## src/rtl/btans_pkg.sv

```systemverilog
// Shared constants and types for the binary tANS encoder.
package btans_pkg;

  // Fixed widths of the coder state and of the zero-range register
  localparam int unsigned STATE_W         = 13;
  localparam int unsigned RANGE_W         = 12;
  localparam int unsigned OCTAVE_BITS_DEF = 9;

  localparam logic [RANGE_W-1:0] ZERO_RANGE_RESET = 12'd358;

  // Item kind codes
  localparam logic KIND_ENCODE = 1'b0;
  localparam logic KIND_FLUSH  = 1'b1;

  // Encoder control sequence
  typedef enum logic [1:0] {
    ST_IDLE,
    ST_READ,
    ST_EMIT,
    ST_DIV
  } enc_state_t;

endpackage

```

## src/rtl/btans_state_mem.sv

```systemverilog
// Single-entry coder state memory with registered read and reset-valid bit.
module btans_state_mem #(
  parameter int unsigned OCTAVE_BITS = btans_pkg::OCTAVE_BITS_DEF
) (
  input  logic                          clk,
  input  logic                          rst_n,
  input  logic                          rd_en,
  input  logic                          wr_en,
  input  logic [btans_pkg::STATE_W-1:0] wr_data,
  output logic [btans_pkg::STATE_W-1:0] rd_data
);
  import btans_pkg::*;

  localparam logic [STATE_W-1:0] OCTAVE_LEN = STATE_W'(1) << OCTAVE_BITS;

  logic [STATE_W-1:0] mem_r [1];
  logic               valid_r;
  logic [STATE_W-1:0] rd_data_r;

  // Valid bit: an unwritten entry reads as the reset state L
  always_ff @(posedge clk) begin
    if (!rst_n) begin
      valid_r <= 1'b0;
    end else if (wr_en) begin
      valid_r <= 1'b1;
    end
  end

  // Storage write
  always_ff @(posedge clk) begin
    if (wr_en) begin
      mem_r[0] <= wr_data;
    end
  end

  // Registered read
  always_ff @(posedge clk) begin
    if (rd_en) begin
      rd_data_r <= valid_r ? mem_r[0] : OCTAVE_LEN;
    end
  end

  assign rd_data = rd_data_r;

endmodule

```

## src/rtl/btans_div.sv

```systemverilog
// Restoring divider, one quotient bit per cycle, for the state transition.
module btans_div #(
  parameter int unsigned OCTAVE_BITS = btans_pkg::OCTAVE_BITS_DEF
) (
  input  logic                       clk,
  input  logic                       rst_n,
  input  logic                       start,
  input  logic [2*OCTAVE_BITS+1:0]   num,
  input  logic [OCTAVE_BITS-1:0]     den,
  output logic                       done,
  output logic [OCTAVE_BITS+1:0]     quot,
  output logic                       rem_zero
);
  import btans_pkg::*;

  // Quotient is at most 2L, so OCTAVE_BITS+2 bits suffice
  localparam int unsigned QW = OCTAVE_BITS + 2;
  localparam int unsigned NW = 2 * OCTAVE_BITS + 2;
  localparam int unsigned CW = $clog2(QW + 1);

  logic                   busy_r;
  logic                   done_r;
  logic [CW-1:0]          cnt_r;
  logic [OCTAVE_BITS-1:0] rem_r;
  logic [OCTAVE_BITS-1:0] den_r;
  logic [QW-1:0]          acc_r;

  logic [OCTAVE_BITS:0]   shifted;
  logic [OCTAVE_BITS+1:0] trial;
  logic                   q_bit;

  // Trial subtract of the divisor from the shifted partial remainder
  assign shifted = {rem_r, acc_r[QW-1]};
  assign trial   = {1'b0, shifted} - {2'b00, den_r};
  assign q_bit   = ~trial[OCTAVE_BITS+1];

  // Control: busy until every quotient bit is produced, done pulses once
  always_ff @(posedge clk) begin
    if (!rst_n) begin
      busy_r <= 1'b0;
      done_r <= 1'b0;
      cnt_r  <= '0;
    end else begin
      done_r <= 1'b0;
      if (start) begin
        busy_r <= 1'b1;
        cnt_r  <= CW'(QW);
      end else if (busy_r) begin
        cnt_r <= cnt_r - CW'(1);
        if (cnt_r == CW'(1)) begin
          busy_r <= 1'b0;
          done_r <= 1'b1;
        end
      end
    end
  end

  // Datapath: numerator low bits shift out, quotient bits shift in
  always_ff @(posedge clk) begin
    if (start) begin
      rem_r <= num[NW-1:QW];
      acc_r <= num[QW-1:0];
      den_r <= den;
    end else if (busy_r) begin
      rem_r <= q_bit ? trial[OCTAVE_BITS-1:0] : shifted[OCTAVE_BITS-1:0];
      acc_r <= {acc_r[QW-2:0], q_bit};
    end
  end

  assign done     = done_r;
  assign quot     = acc_r;
  assign rem_zero = (rem_r == '0);

endmodule

```

## src/rtl/binary_tans_encoder_core.sv

```systemverilog
// Top level of the binary tANS encoder: sequencer, renormalization and output register.
//
// Binary tabled ANS encoder. The coder state lives in a single-entry memory
// and starts at L = 2^OCTAVE_BITS. Each encode item emits k low state bits
// (LSB first, one per cycle while the output is not stalled) and then runs
// the state transition through a restoring divider that produces one
// quotient bit per cycle. A flush emits all remaining state bits. Output
// stalls hold the emission while bits are pending. The input is taken
// again as soon as the state is written back, even while the final bit
// still waits in the output register. zero_range may be written only while
// no item is in flight.
module binary_tans_encoder_core #(
  parameter int unsigned OCTAVE_BITS = btans_pkg::OCTAVE_BITS_DEF
) (
  input  logic                          clk,
  input  logic                          rst_n,
  input  logic                          cfg_we,
  input  logic [btans_pkg::RANGE_W-1:0] cfg_zero_range,
  input  logic                          in_valid,
  output logic                          in_stall,
  input  logic                          in_kind,
  input  logic                          in_symbol_bit,
  output logic                          out_valid,
  input  logic                          out_stall,
  output logic                          out_code_bit,
  output logic                          out_last
);
  import btans_pkg::*;

  localparam int unsigned OB     = OCTAVE_BITS;
  localparam int unsigned QW     = OB + 2;
  localparam int unsigned NW     = 2 * OB + 2;
  localparam int unsigned NEXT_W = (QW + 1 > STATE_W) ? QW + 1 : STATE_W;

  localparam logic [STATE_W-1:0] OCTAVE_LEN = STATE_W'(1) << OB;
  localparam logic [OB-1:0]      RANGE_MAX  = OB'((1 << OB) - 1);
  localparam logic [OB-1:0]      HALF_LEN   = OB'(1 << (OB - 1));

  enc_state_t state_r, state_nxt;

  logic [RANGE_W-1:0] zero_range_r;
  logic               kind_r, kind_nxt;
  logic               lps_r, lps_nxt;
  logic [OB-1:0]      r_r, r_nxt;
  logic [STATE_W-1:0] x_r, x_nxt;
  logic               out_valid_r, out_valid_nxt;
  logic               out_code_bit_r, out_code_bit_nxt;
  logic               out_last_r, out_last_nxt;

  logic               mem_rd_en;
  logic               mem_wr_en;
  logic [STATE_W-1:0] mem_wr_data;
  logic [STATE_W-1:0] mem_rd_data;

  logic               div_start;
  logic               div_done;
  logic [NW-1:0]      div_num;
  logic [QW-1:0]      div_quot;
  logic               div_rem_zero;

  logic [STATE_W-1:0] zr_ext;
  logic [OB-1:0]      r0;
  logic [OB-1:0]      r1;
  logic               mps;
  logic [STATE_W-1:0] lim;
  logic [STATE_W-1:0] x_sh;
  logic               cont;
  logic               cont_sh;
  logic               slot_free;
  logic               accept;
  logic [OB:0]        x_lo;
  logic [OB:0]        x_p1;
  logic [NW-1:0]      num_mps;
  logic [NW-1:0]      num_lps;
  logic [NEXT_W-1:0]  next_mps;
  logic [NEXT_W-1:0]  next_lps;

  // Clamp the zero range to 1..L-1 and derive the one range
  assign zr_ext = STATE_W'(zero_range_r);
  always_comb begin
    if (zr_ext == '0) begin
      r0 = OB'(1);
    end else if (zr_ext >= OCTAVE_LEN) begin
      r0 = RANGE_MAX;
    end else begin
      r0 = zr_ext[OB-1:0];
    end
  end
  assign r1  = OB'(OCTAVE_LEN) - r0;
  assign mps = (r0 > HALF_LEN) ? 1'b0 : 1'b1;

  // Renormalization limits: encode shifts while x > 2r-1, flush while x != 0
  assign lim     = STATE_W'({r_r, 1'b0}) - STATE_W'(1);
  assign x_sh    = x_r >> 1;
  assign cont    = (kind_r == KIND_FLUSH) ? (x_r != '0) : (x_r > lim);
  assign cont_sh = (kind_r == KIND_FLUSH) ? (x_sh != '0) : (x_sh > lim);

  // Transition numerators: (x+1)L + r-1 for the likely symbol, xL otherwise
  assign x_lo    = x_r[OB:0];
  assign x_p1    = x_lo + (OB + 1)'(1);
  assign num_mps = NW'({x_p1, {OB{1'b0}}}) + NW'(r_r) - NW'(1);
  assign num_lps = NW'({x_lo, {OB{1'b0}}});
  assign div_num = lps_r ? num_lps : num_mps;

  assign next_mps = NEXT_W'(div_quot) - NEXT_W'(1);
  assign next_lps = NEXT_W'(div_quot) + NEXT_W'(div_rem_zero);

  assign slot_free = ~out_valid_r | ~out_stall;
  assign in_stall  = (state_r != ST_IDLE);
  assign accept    = in_valid & ~in_stall;

  // Configuration register
  always_ff @(posedge clk) begin
    if (!rst_n) begin
      zero_range_r <= ZERO_RANGE_RESET;
    end else if (cfg_we) begin
      zero_range_r <= cfg_zero_range;
    end
  end

  // Control registers
  always_ff @(posedge clk) begin
    if (!rst_n) begin
      state_r     <= ST_IDLE;
      out_valid_r <= 1'b0;
    end else begin
      state_r     <= state_nxt;
      out_valid_r <= out_valid_nxt;
    end
  end

  // Payload registers
  always_ff @(posedge clk) begin
    kind_r         <= kind_nxt;
    lps_r          <= lps_nxt;
    r_r            <= r_nxt;
    x_r            <= x_nxt;
    out_code_bit_r <= out_code_bit_nxt;
    out_last_r     <= out_last_nxt;
  end

  // Sequencer: read state, emit bits, divide (encode only), write back
  always_comb begin
    state_nxt        = state_r;
    kind_nxt         = kind_r;
    lps_nxt          = lps_r;
    r_nxt            = r_r;
    x_nxt            = x_r;
    out_valid_nxt    = out_valid_r & out_stall;
    out_code_bit_nxt = out_code_bit_r;
    out_last_nxt     = out_last_r;
    mem_rd_en        = 1'b0;
    mem_wr_en        = 1'b0;
    mem_wr_data      = OCTAVE_LEN;
    div_start        = 1'b0;

    unique case (state_r)
      ST_IDLE: begin
        if (accept) begin
          kind_nxt  = in_kind;
          lps_nxt   = (in_symbol_bit != mps);
          r_nxt     = in_symbol_bit ? r1 : r0;
          mem_rd_en = 1'b1;
          state_nxt = ST_READ;
        end
      end
      ST_READ: begin
        x_nxt     = mem_rd_data;
        state_nxt = ST_EMIT;
      end
      ST_EMIT: begin
        if (cont) begin
          if (slot_free) begin
            out_valid_nxt    = 1'b1;
            out_code_bit_nxt = x_r[0];
            out_last_nxt     = ~cont_sh;
            x_nxt            = x_sh;
          end
        end else if (kind_r == KIND_FLUSH) begin
          mem_wr_en   = 1'b1;
          mem_wr_data = OCTAVE_LEN;
          state_nxt   = ST_IDLE;
        end else begin
          div_start = 1'b1;
          state_nxt = ST_DIV;
        end
      end
      ST_DIV: begin
        if (div_done) begin
          mem_wr_en   = 1'b1;
          mem_wr_data = lps_r ? next_lps[STATE_W-1:0] : next_mps[STATE_W-1:0];
          state_nxt   = ST_IDLE;
        end
      end
      default: begin
        state_nxt = ST_IDLE;
      end
    endcase
  end

  btans_state_mem #(
    .OCTAVE_BITS (OCTAVE_BITS)
  ) u_state_mem (
    .clk     (clk),
    .rst_n   (rst_n),
    .rd_en   (mem_rd_en),
    .wr_en   (mem_wr_en),
    .wr_data (mem_wr_data),
    .rd_data (mem_rd_data)
  );

  btans_div #(
    .OCTAVE_BITS (OCTAVE_BITS)
  ) u_div (
    .clk      (clk),
    .rst_n    (rst_n),
    .start    (div_start),
    .num      (div_num),
    .den      (r_r),
    .done     (div_done),
    .quot     (div_quot),
    .rem_zero (div_rem_zero)
  );

  assign out_valid    = out_valid_r;
  assign out_code_bit = out_code_bit_r;
  assign out_last     = out_last_r;

endmodule

```

## config.mk

```make
export PLATFORM = sky130hd
export DESIGN_NAME = binary_tans_encoder_core
export DESIGN_NICKNAME = d
export VERILOG_FILES = /design/src/rtl/btans_pkg.sv /design/src/rtl/btans_state_mem.sv /design/src/rtl/btans_div.sv /design/src/rtl/binary_tans_encoder_core.sv
export SDC_FILE = /design/constraint.sdc
export NUM_CORES = 1
export LEC_CHECK = 0
export ABC_AREA = 1
export BUFFER_PORTS_ARGS = -buffer_cell sky130_fd_sc_hd__clkbuf_2
export CAP_MARGIN = 20
export CORE_ASPECT_RATIO = 1.1
export CORE_MARGIN = 3
export CORE_UTILIZATION = 45
export CTS_CLUSTER_SIZE = 8
export DETAILED_ROUTE_END_ITERATION = 10
export GPL_ROUTABILITY_DRIVEN = 0
export HOLD_SLACK_MARGIN = 0.12
export SKIP_LAST_GASP = 1
export SLEW_MARGIN = 20
export SYNTH_ARGS = -nofsm -noshare
export SYNTH_HDL_FRONTEND = slang
export SYNTH_HIERARCHICAL = 1
export SYNTH_SLANG_ARGS = --single-unit
```

## constraint.sdc

```tcl
create_clock -name clk -period 4.55 [get_ports clk]
set_clock_uncertainty 0.1 [all_clocks]
set_input_delay 0.2275 -clock clk [delete_from_list [all_inputs] [get_ports clk]]
set_output_delay 0.2275 -clock clk [all_outputs]
set_load 0.02 [all_outputs]
```

==> results of run 1 <==
==> metrics by stage <==
step	std cells	utilization, %
floorplan	821	-
global placement	1020	48.99
detailed placement	1020	48.99
CTS	1050	52.15
global route	1050	52.18
finish	1050	52.18
==> synth_stat cells (10+ instances only) <==
master    number  share of area [%]
nand2_1      180                 10
nor3_1        10               0.76
a21oi_1       27                2.1
ha_1          35                6.6
nor2_1        93                5.3
xor2_1        15                2.0
o21ai_0       43                3.3
clkbuf_1      12               0.68
inv_1        117                6.7
nand3_1       60                4.6
edfxtp_1      81                 37
nand4_1       17                1.6
nor2_2        10               0.95
dfxtp_1       22                6.7
inv_2         10               0.57
==> how the worst max path moves through the flow <==
stage / end / cells after the start / slack (ns)
final: u_div/rem_r[5]$_DFFE_PP_ / 21 / 0.83
after global routing: u_div/rem_r[5]$_DFFE_PP_ / 22 / 0.47
after CTS: u_div/rem_r[5]$_DFFE_PP_ / 22 / 0.83
after detailed placement: u_div/rem_r[5]$_DFFE_PP_ / 22 / 0.84
after global placement: u_div/rem_r[5]$_DFFE_PP_ / 21 / 0.94
after floorplan: u_div/quot[0]$_DFFE_PP_ / 19 / 0.80
==> cell type report <==
type / instances / area [um^2]
timing repair buffer: 41 / 287.8
clock buffer: 10 / 229.0
inverter: 128 / 480.5
sequential: 103 / 2873
fill: 1363 / 6731
clock inverter: 6 / 76.32
multi-input combinational: 574 / 3163
tap: 188 / 235.2
==> cell families (layout without fill, tap and decap cells) <==
logic type / after synthesis / count (layout) / synth area share (%)
simple gates: 411 / 411 / 28.74
buf+inv: 144 / 185 / 8.544
compound gates: 104 / 104 / 9.000
flops: 103 / 103 / 43.59
fa+ha+maj: 36 / 36 / 6.949
xor+xnor: 23 / 23 / 3.171
==> worst register-to-register path, delay by kind of cell, from the launching register on <==
family,cells,cell delay (ns)
buf+inv,5,0.84
simple gates,12,1.33
flops,1,0.50
fa+ha+maj,1,0.27
compound gates,3,0.46
==> layer usage <==
layer | wire (um) | global-route usage [%]
met3 | 757 | 3.463
met5 | 0 | 0
met4 | 529 | 9.402
met2 | 7549 | 34.41
met1 | 6869 | 26.54
==> where the power goes <==
group / internal [mW] / total [mW] / switching [mW] / leakage [nW]
combinational: 0.487 / 1.44 / 0.956 / 2.21
clock: 0.437 / 0.809 / 0.372 / 0.143
sequential: 1.29 / 1.53 / 0.243 / 0.957
==> state kept, by name, summed over array words and instances (netlist names), 4 cells and up <==
name	cells
x_r	13
u_div/cnt_r	4
u_div/quot	11
u_state_mem/rd_data	13
r_r	9
u_state_mem/mem_r	13
u_div/den_r	9
zero_range_r	12
u_div/rem_r	9
==> results.json, run 1 <==
{
  "syn_to_final_growth_pct": 11.45,
  "placed_area_um2": 6895,
  "slowest_delay_ns": 0.50,
  "rsz0062_at_grt": "no",
  "drtIter0Drc": 412,
  "drv_cap": 0,
  "cellPowerDensity_nw_per_um2": 514.9,
  "antenna_cells": 0,
  "r2r_cells": 21,
  "async_flop_share_pct": 0,
  "grt.total_usage_pct": 20.78,
  "hold_viol_final": 0,
  "yosysWarningCount": 6,
  "die_w_um": 121.4,
  "fin_setup_tns_ns": 0,
  "crit_buf_inv": 5,
  "max-vdd-ir-drop_mv": 0.2161,
  "cts_sinks": 103,
  "detail_route.wl_per_cell_um": 14.96,
  "pre_cts_ws_ns": 0.8447,
  "dr.pass1.iters": 5,
  "start_util_pct": 46.82,
  "dp_hpwl_um": 12030,
  "syn_nets": 876,
  "cts_buffer_depth": 2,
  "grt_pass1_wl_um": 26570,
  "hold_class": "input port to flop",
  "finalPower_mw": 3.782,
  "layout_commonest_cell": "nand2_1",
  "post_route_cells_drive_above_1_share_pct": 11.48,
  "ctsHoldBuffers": 14,
  "crit_start": "r_r[3]$_DFFE_PP_",
  "max_freq_mhz": 269.0,
  "die_y_um": 132.9,
  "endpoint_kind": "flop",
  "whs_path_depth": 3,
  "cts_resized": 0,
  "rows": 45,
  "antenna_found_initial": 0,
  "avgSynthCellArea_um2": 8.027,
  "cts_tree": "yes",
  "synthDistinctLibCells": 49,
  "fp.coreArea_um2": 14080,
  "clock_latency_ns": 0.36,
  "criticalPathCategory": "flop to flop",
  "drt-total-wl_um": 15710,
  "synth_edf_count": 81,
  "r2r-end": "u_div/rem_r[5]$_DFFE_PP_",
  "tightest_slew_ns": 0.8479,
  "synth_ff_type": "edfxtp_1",
  "final_cell_mix": "180 x nand2_1, 117 x inv_1, 91 x nor2_1",
  "root_buffer": "clkbuf_16",
  "crit_family": "simple AND/OR/NAND/NOR gates",
  "worst_ep_arrival_time_ns": 3.74,
  "ys_seq_area_share_pct": 43.59,
  "startpoint_type": "flop",
  "io_buffers": 22,
  "status": "finished clean",
  "path_cells": "nor2_2, nand2_2, inv_2, nand3_2, nor2_2, inv_2, ha_1, inv_1, nor2_1, a211oi_1, o21ai_0, a21oi_1, nand2_1, nand2_1, nand2_2, nor2_2, inv_1, buf_4, or2_2, nand2_1, nor2_2",
  "setup_ws_ns": 0.8321,
  "nNetsFinal": 912,
  "cpMaxStageDelayCell": "edfxtp_1",
  "drv_slew": 0,
  "max_slew_margin_pct": 43.48,
  "drcViolationCount": 0,
  "reg2reg_slack_ns": 0.83,
  "grt_max_degree": 30,
  "worstHoldStart": "cfg_we",
  "hold_end": "zero_range_r[5]$_SDFFE_PN1P_",
  "clkTransAtPathRegs_ns": 0.08,
  "crit_fanout": 17,
  "synthCells": 821,
  "via_per_inst": 5.210,
  "synth_area_um2": 6590,
  "p_leak_nw": 3.310,
  "antenna_left": 0,
  "numCtsBuffers": 9,
  "vias": 5471,
  "r2r_start": "r_r[3]$_DFFE_PP_",
  "design_area_um2": 7345,
  "ys_seq_elements": 103,
  "setup_viol": 0,
  "grt_pass1_vias": 5401,
  "required_ns": 4.58,
  "cts_max_level": 3,
  "cts_setup_buffers": 0,
  "finalCritPeriodShare_pct": 81.71,
  "post-route-min-period_ns": 3.718,
  "crit_top_cell": "nor2_2",
  "dieArea_um2": 16130,
  "holdWs_ns": 0.1258,
  "grt.overflow.total": 0,
  "ioPinCount": 23
}
Note: power is estimated with default switching activity, not from simulation.
==> run 2, diff against run 1 <==
clock period = 3 ns   (was 4.55 ns; I/O delays follow)
==> run 2 against run 1 <==
Against the previous run: the run now ends with setup timing left; flip-flop and latch count stayed put; utilization is 5.9 points higher; final area increased by 11%; die area unchanged; sequential share of layout area decreased by 4.0 points; critical path depth grew 1; non-clock buffer count rose by 62; via count increased by 6.0%; sequential power rose by 46%.
==> results.json, run 2 (synthesis gave the netlist of run 1 again) <==
{
  "dr.pass1.iters": 5,
  "power_frac_seq_pct": 35.0,
  "dp_hpwl_um": 12580,
  "cpMaxStageDelayCell": "edfxtp_1",
  "cts_sinks": 103,
  "rsz0062_at_grt": "yes",
  "die_w_um": 121.4,
  "finalCritPeriodShare_pct": 102.0,
  "max-vdd-ir-drop_mv": 0.3828,
  "syn_to_final_growth_pct": 24.11,
  "nNetsFinal": 975,
  "endpoint_kind": "flop",
  "die_y_um": 132.9,
  "root_buffer": "clkbuf_16",
  "stdcell_count": 1113,
  "criticalPathCategory": "flop to flop",
  "dieArea_um2": 16130,
  "antenna_cells": 0,
  "io_buffers": 22,
  "grt.overflow.total": 0,
  "post-route-min-period_ns": 3.060,
  "clkTransAtPathRegs_ns": 0.07,
  "rows": 45,
  "combPwrFrac_pct": 44.4,
  "violations": "setup timing",
  "max_slew_margin_pct": 60.77,
  "drtIter0Drc": 450,
  "fp.coreArea_um2": 14080,
  "start_util_pct": 46.82,
  "hold_class": "input port to flop",
  "tightest_slew_ns": 0.5809,
  "post_route_cells_drive_above_1_share_pct": 19.78,
  "finalPower_mw": 6.396,
  "via_per_inst": 5.211,
  "drcViolationCount": 0,
  "cellPowerDensity_nw_per_um2": 782.0,
  "clock_latency_ns": 0.35,
  "required_ns": 3.02,
  "utilization_pct": 58.11,
  "grt_max_degree": 25,
  "layout_commonest_cell": "nand2_1",
  "startpoint_type": "flop",
  "power.switching_mw": 2.591,
  "status": "finished, violations left",
  "grt.total_usage_pct": 21.31,
  "crit_top_cell": "nand2_2",
  "hold_viol_final": 0,
  "grt_pass1_wl_um": 27250,
  "antenna_left": 0,
  "placed_cells": 1057,
  "antenna_found_initial": 0,
  "crit_fanout": 8,
  "drv_cap": 0,
  "setup_ws_ns": -0.05954,
  "cts_buffer_depth": 2,
  "grt_pass1_vias": 5587,
  "cts_max_level": 3,
  "clkPwrFrac_pct": 20.6,
  "crit_family": "simple AND/OR/NAND/NOR gates",
  "setup_viol": 29,
  "power.internal_mw": 3.805,
  "crit_buf_inv": 6,
  "ioPinCount": 23,
  "final_cell_mix": "174 x nand2_1, 113 x inv_1, 88 x nor2_1",
  "path_cells": "nor2_2, nand2_2, inv_2, nand3_4, nor2_4, inv_4, ha_4, inv_4, nor2_4, nand2_2, buf_4, o21ai_1, a21oi_1, nand2_1, nand2_1, nand2_2, nor2_4, clkinv_4, buf_12, nand4_1, nand2_2, nor2_2",
  "detail_route.wl_per_cell_um": 15.36,
  "numCtsBuffers": 9,
  "drv_slew": 0,
  "worst_ep_arrival_time_ns": 3.08,
  "switching_share_pct": 40.51,
  "p_leak_nw": 3.693,
  "max_freq_mhz": 326.8,
  "slowest_delay_ns": 0.40,
  "drt-total-wl_um": 17100,
  "cts_tree": "yes",
  "pre_cts_ws_ns": -0.1270,
  "vias": 5800
}
## run 2: cell count changes in the layout (fill, tap and decap cells not counted), sizes merged
cell and delta:
buf +51, dlygate4sd3 +11, clkinv +4, clkinvlp -2, inv -2, bufinv +1
clkbuf -1, nand2 +1
## run 2: through the flow
step / area, um^2 / hold WS [ns] / setup TNS [ns]
floorplan: 6684 / 0.1489 / -0.7172
global placement: 7282 / 0.2277 / 0
detailed placement: 7282 / 0.2292 / -2.108
CTS: 7963 / 0.1256 / 0
global route: 8179 / 0.1664 / -12.09
finish: 8179 / 0.1382 / -0.9004
## run 2: final timing paths
| check | slack [ns] | endpoint | from | cells past startpoint |
|---|---|---|---|---|
| min reg2reg | 0.39 | zero_range_r[8]$_SDFFE_PN1P_ | zero_range_r[8]$_SDFFE_PN1P_ | 2 |
| min | 0.14 | zero_range_r[3]$_SDFFE_PN0P_ | cfg_we | 3 |
| max reg2reg | -0.06 | u_div/rem_r[5]$_DFFE_PP_ | r_r[3]$_DFFE_PP_ | 22 |
| max | -0.06 | u_div/rem_r[5]$_DFFE_PP_ | r_r[3]$_DFFE_PP_ | 22 |
## run 2: cell type report
cell class | count | area, um^2
timing repair buffer | 103 | 869.6
clock buffer | 9 | 225.2
multi-input combinational | 575 | 3372
inverter | 128 | 490.5
sequential | 103 | 2873
clock inverter | 7 | 113.9
fill | 1261 | 5897
tap | 188 | 235.2
## run 2: power groups by stage
stage / Combinational (mW) / Clock [mW] / Sequential [mW]
after CTS: 2.62 / 1.35 / 2.22
after global routing: 3.16 / 1.40 / 2.26
after detailed placement: 2.52 / 0 / 2.26
after global placement: 2.46 / 0 / 2.25
final: 2.84 / 1.32 / 2.24
after floorplan: 1.70 / 0 / 2.21
## run 2: repair_timing
item,in CTS,in global routing
endpoints found under the hold margin,18,0
resized for setup,4,32
cloned,1,1
pin swaps,4,19
setup buffers,4,9
setup endpoints to repair,56,70
hold buffers,25,0
## run 2: worst min-delay path, delay by kind of cell
family	cells	cell delay (ns)
AOI/OAI and AO/OA	1	0.13
buffers and inverters	1	0.19
and+or+nand+nor	1	0.08
## run 2: metal layers
layer / routed length [um] / global-route usage (%)
met2: 8596 / 36.47
met5: 0 / 0
met4: 428 / 7.472
met1: 7295 / 27.38
met3: 780 / 3.164
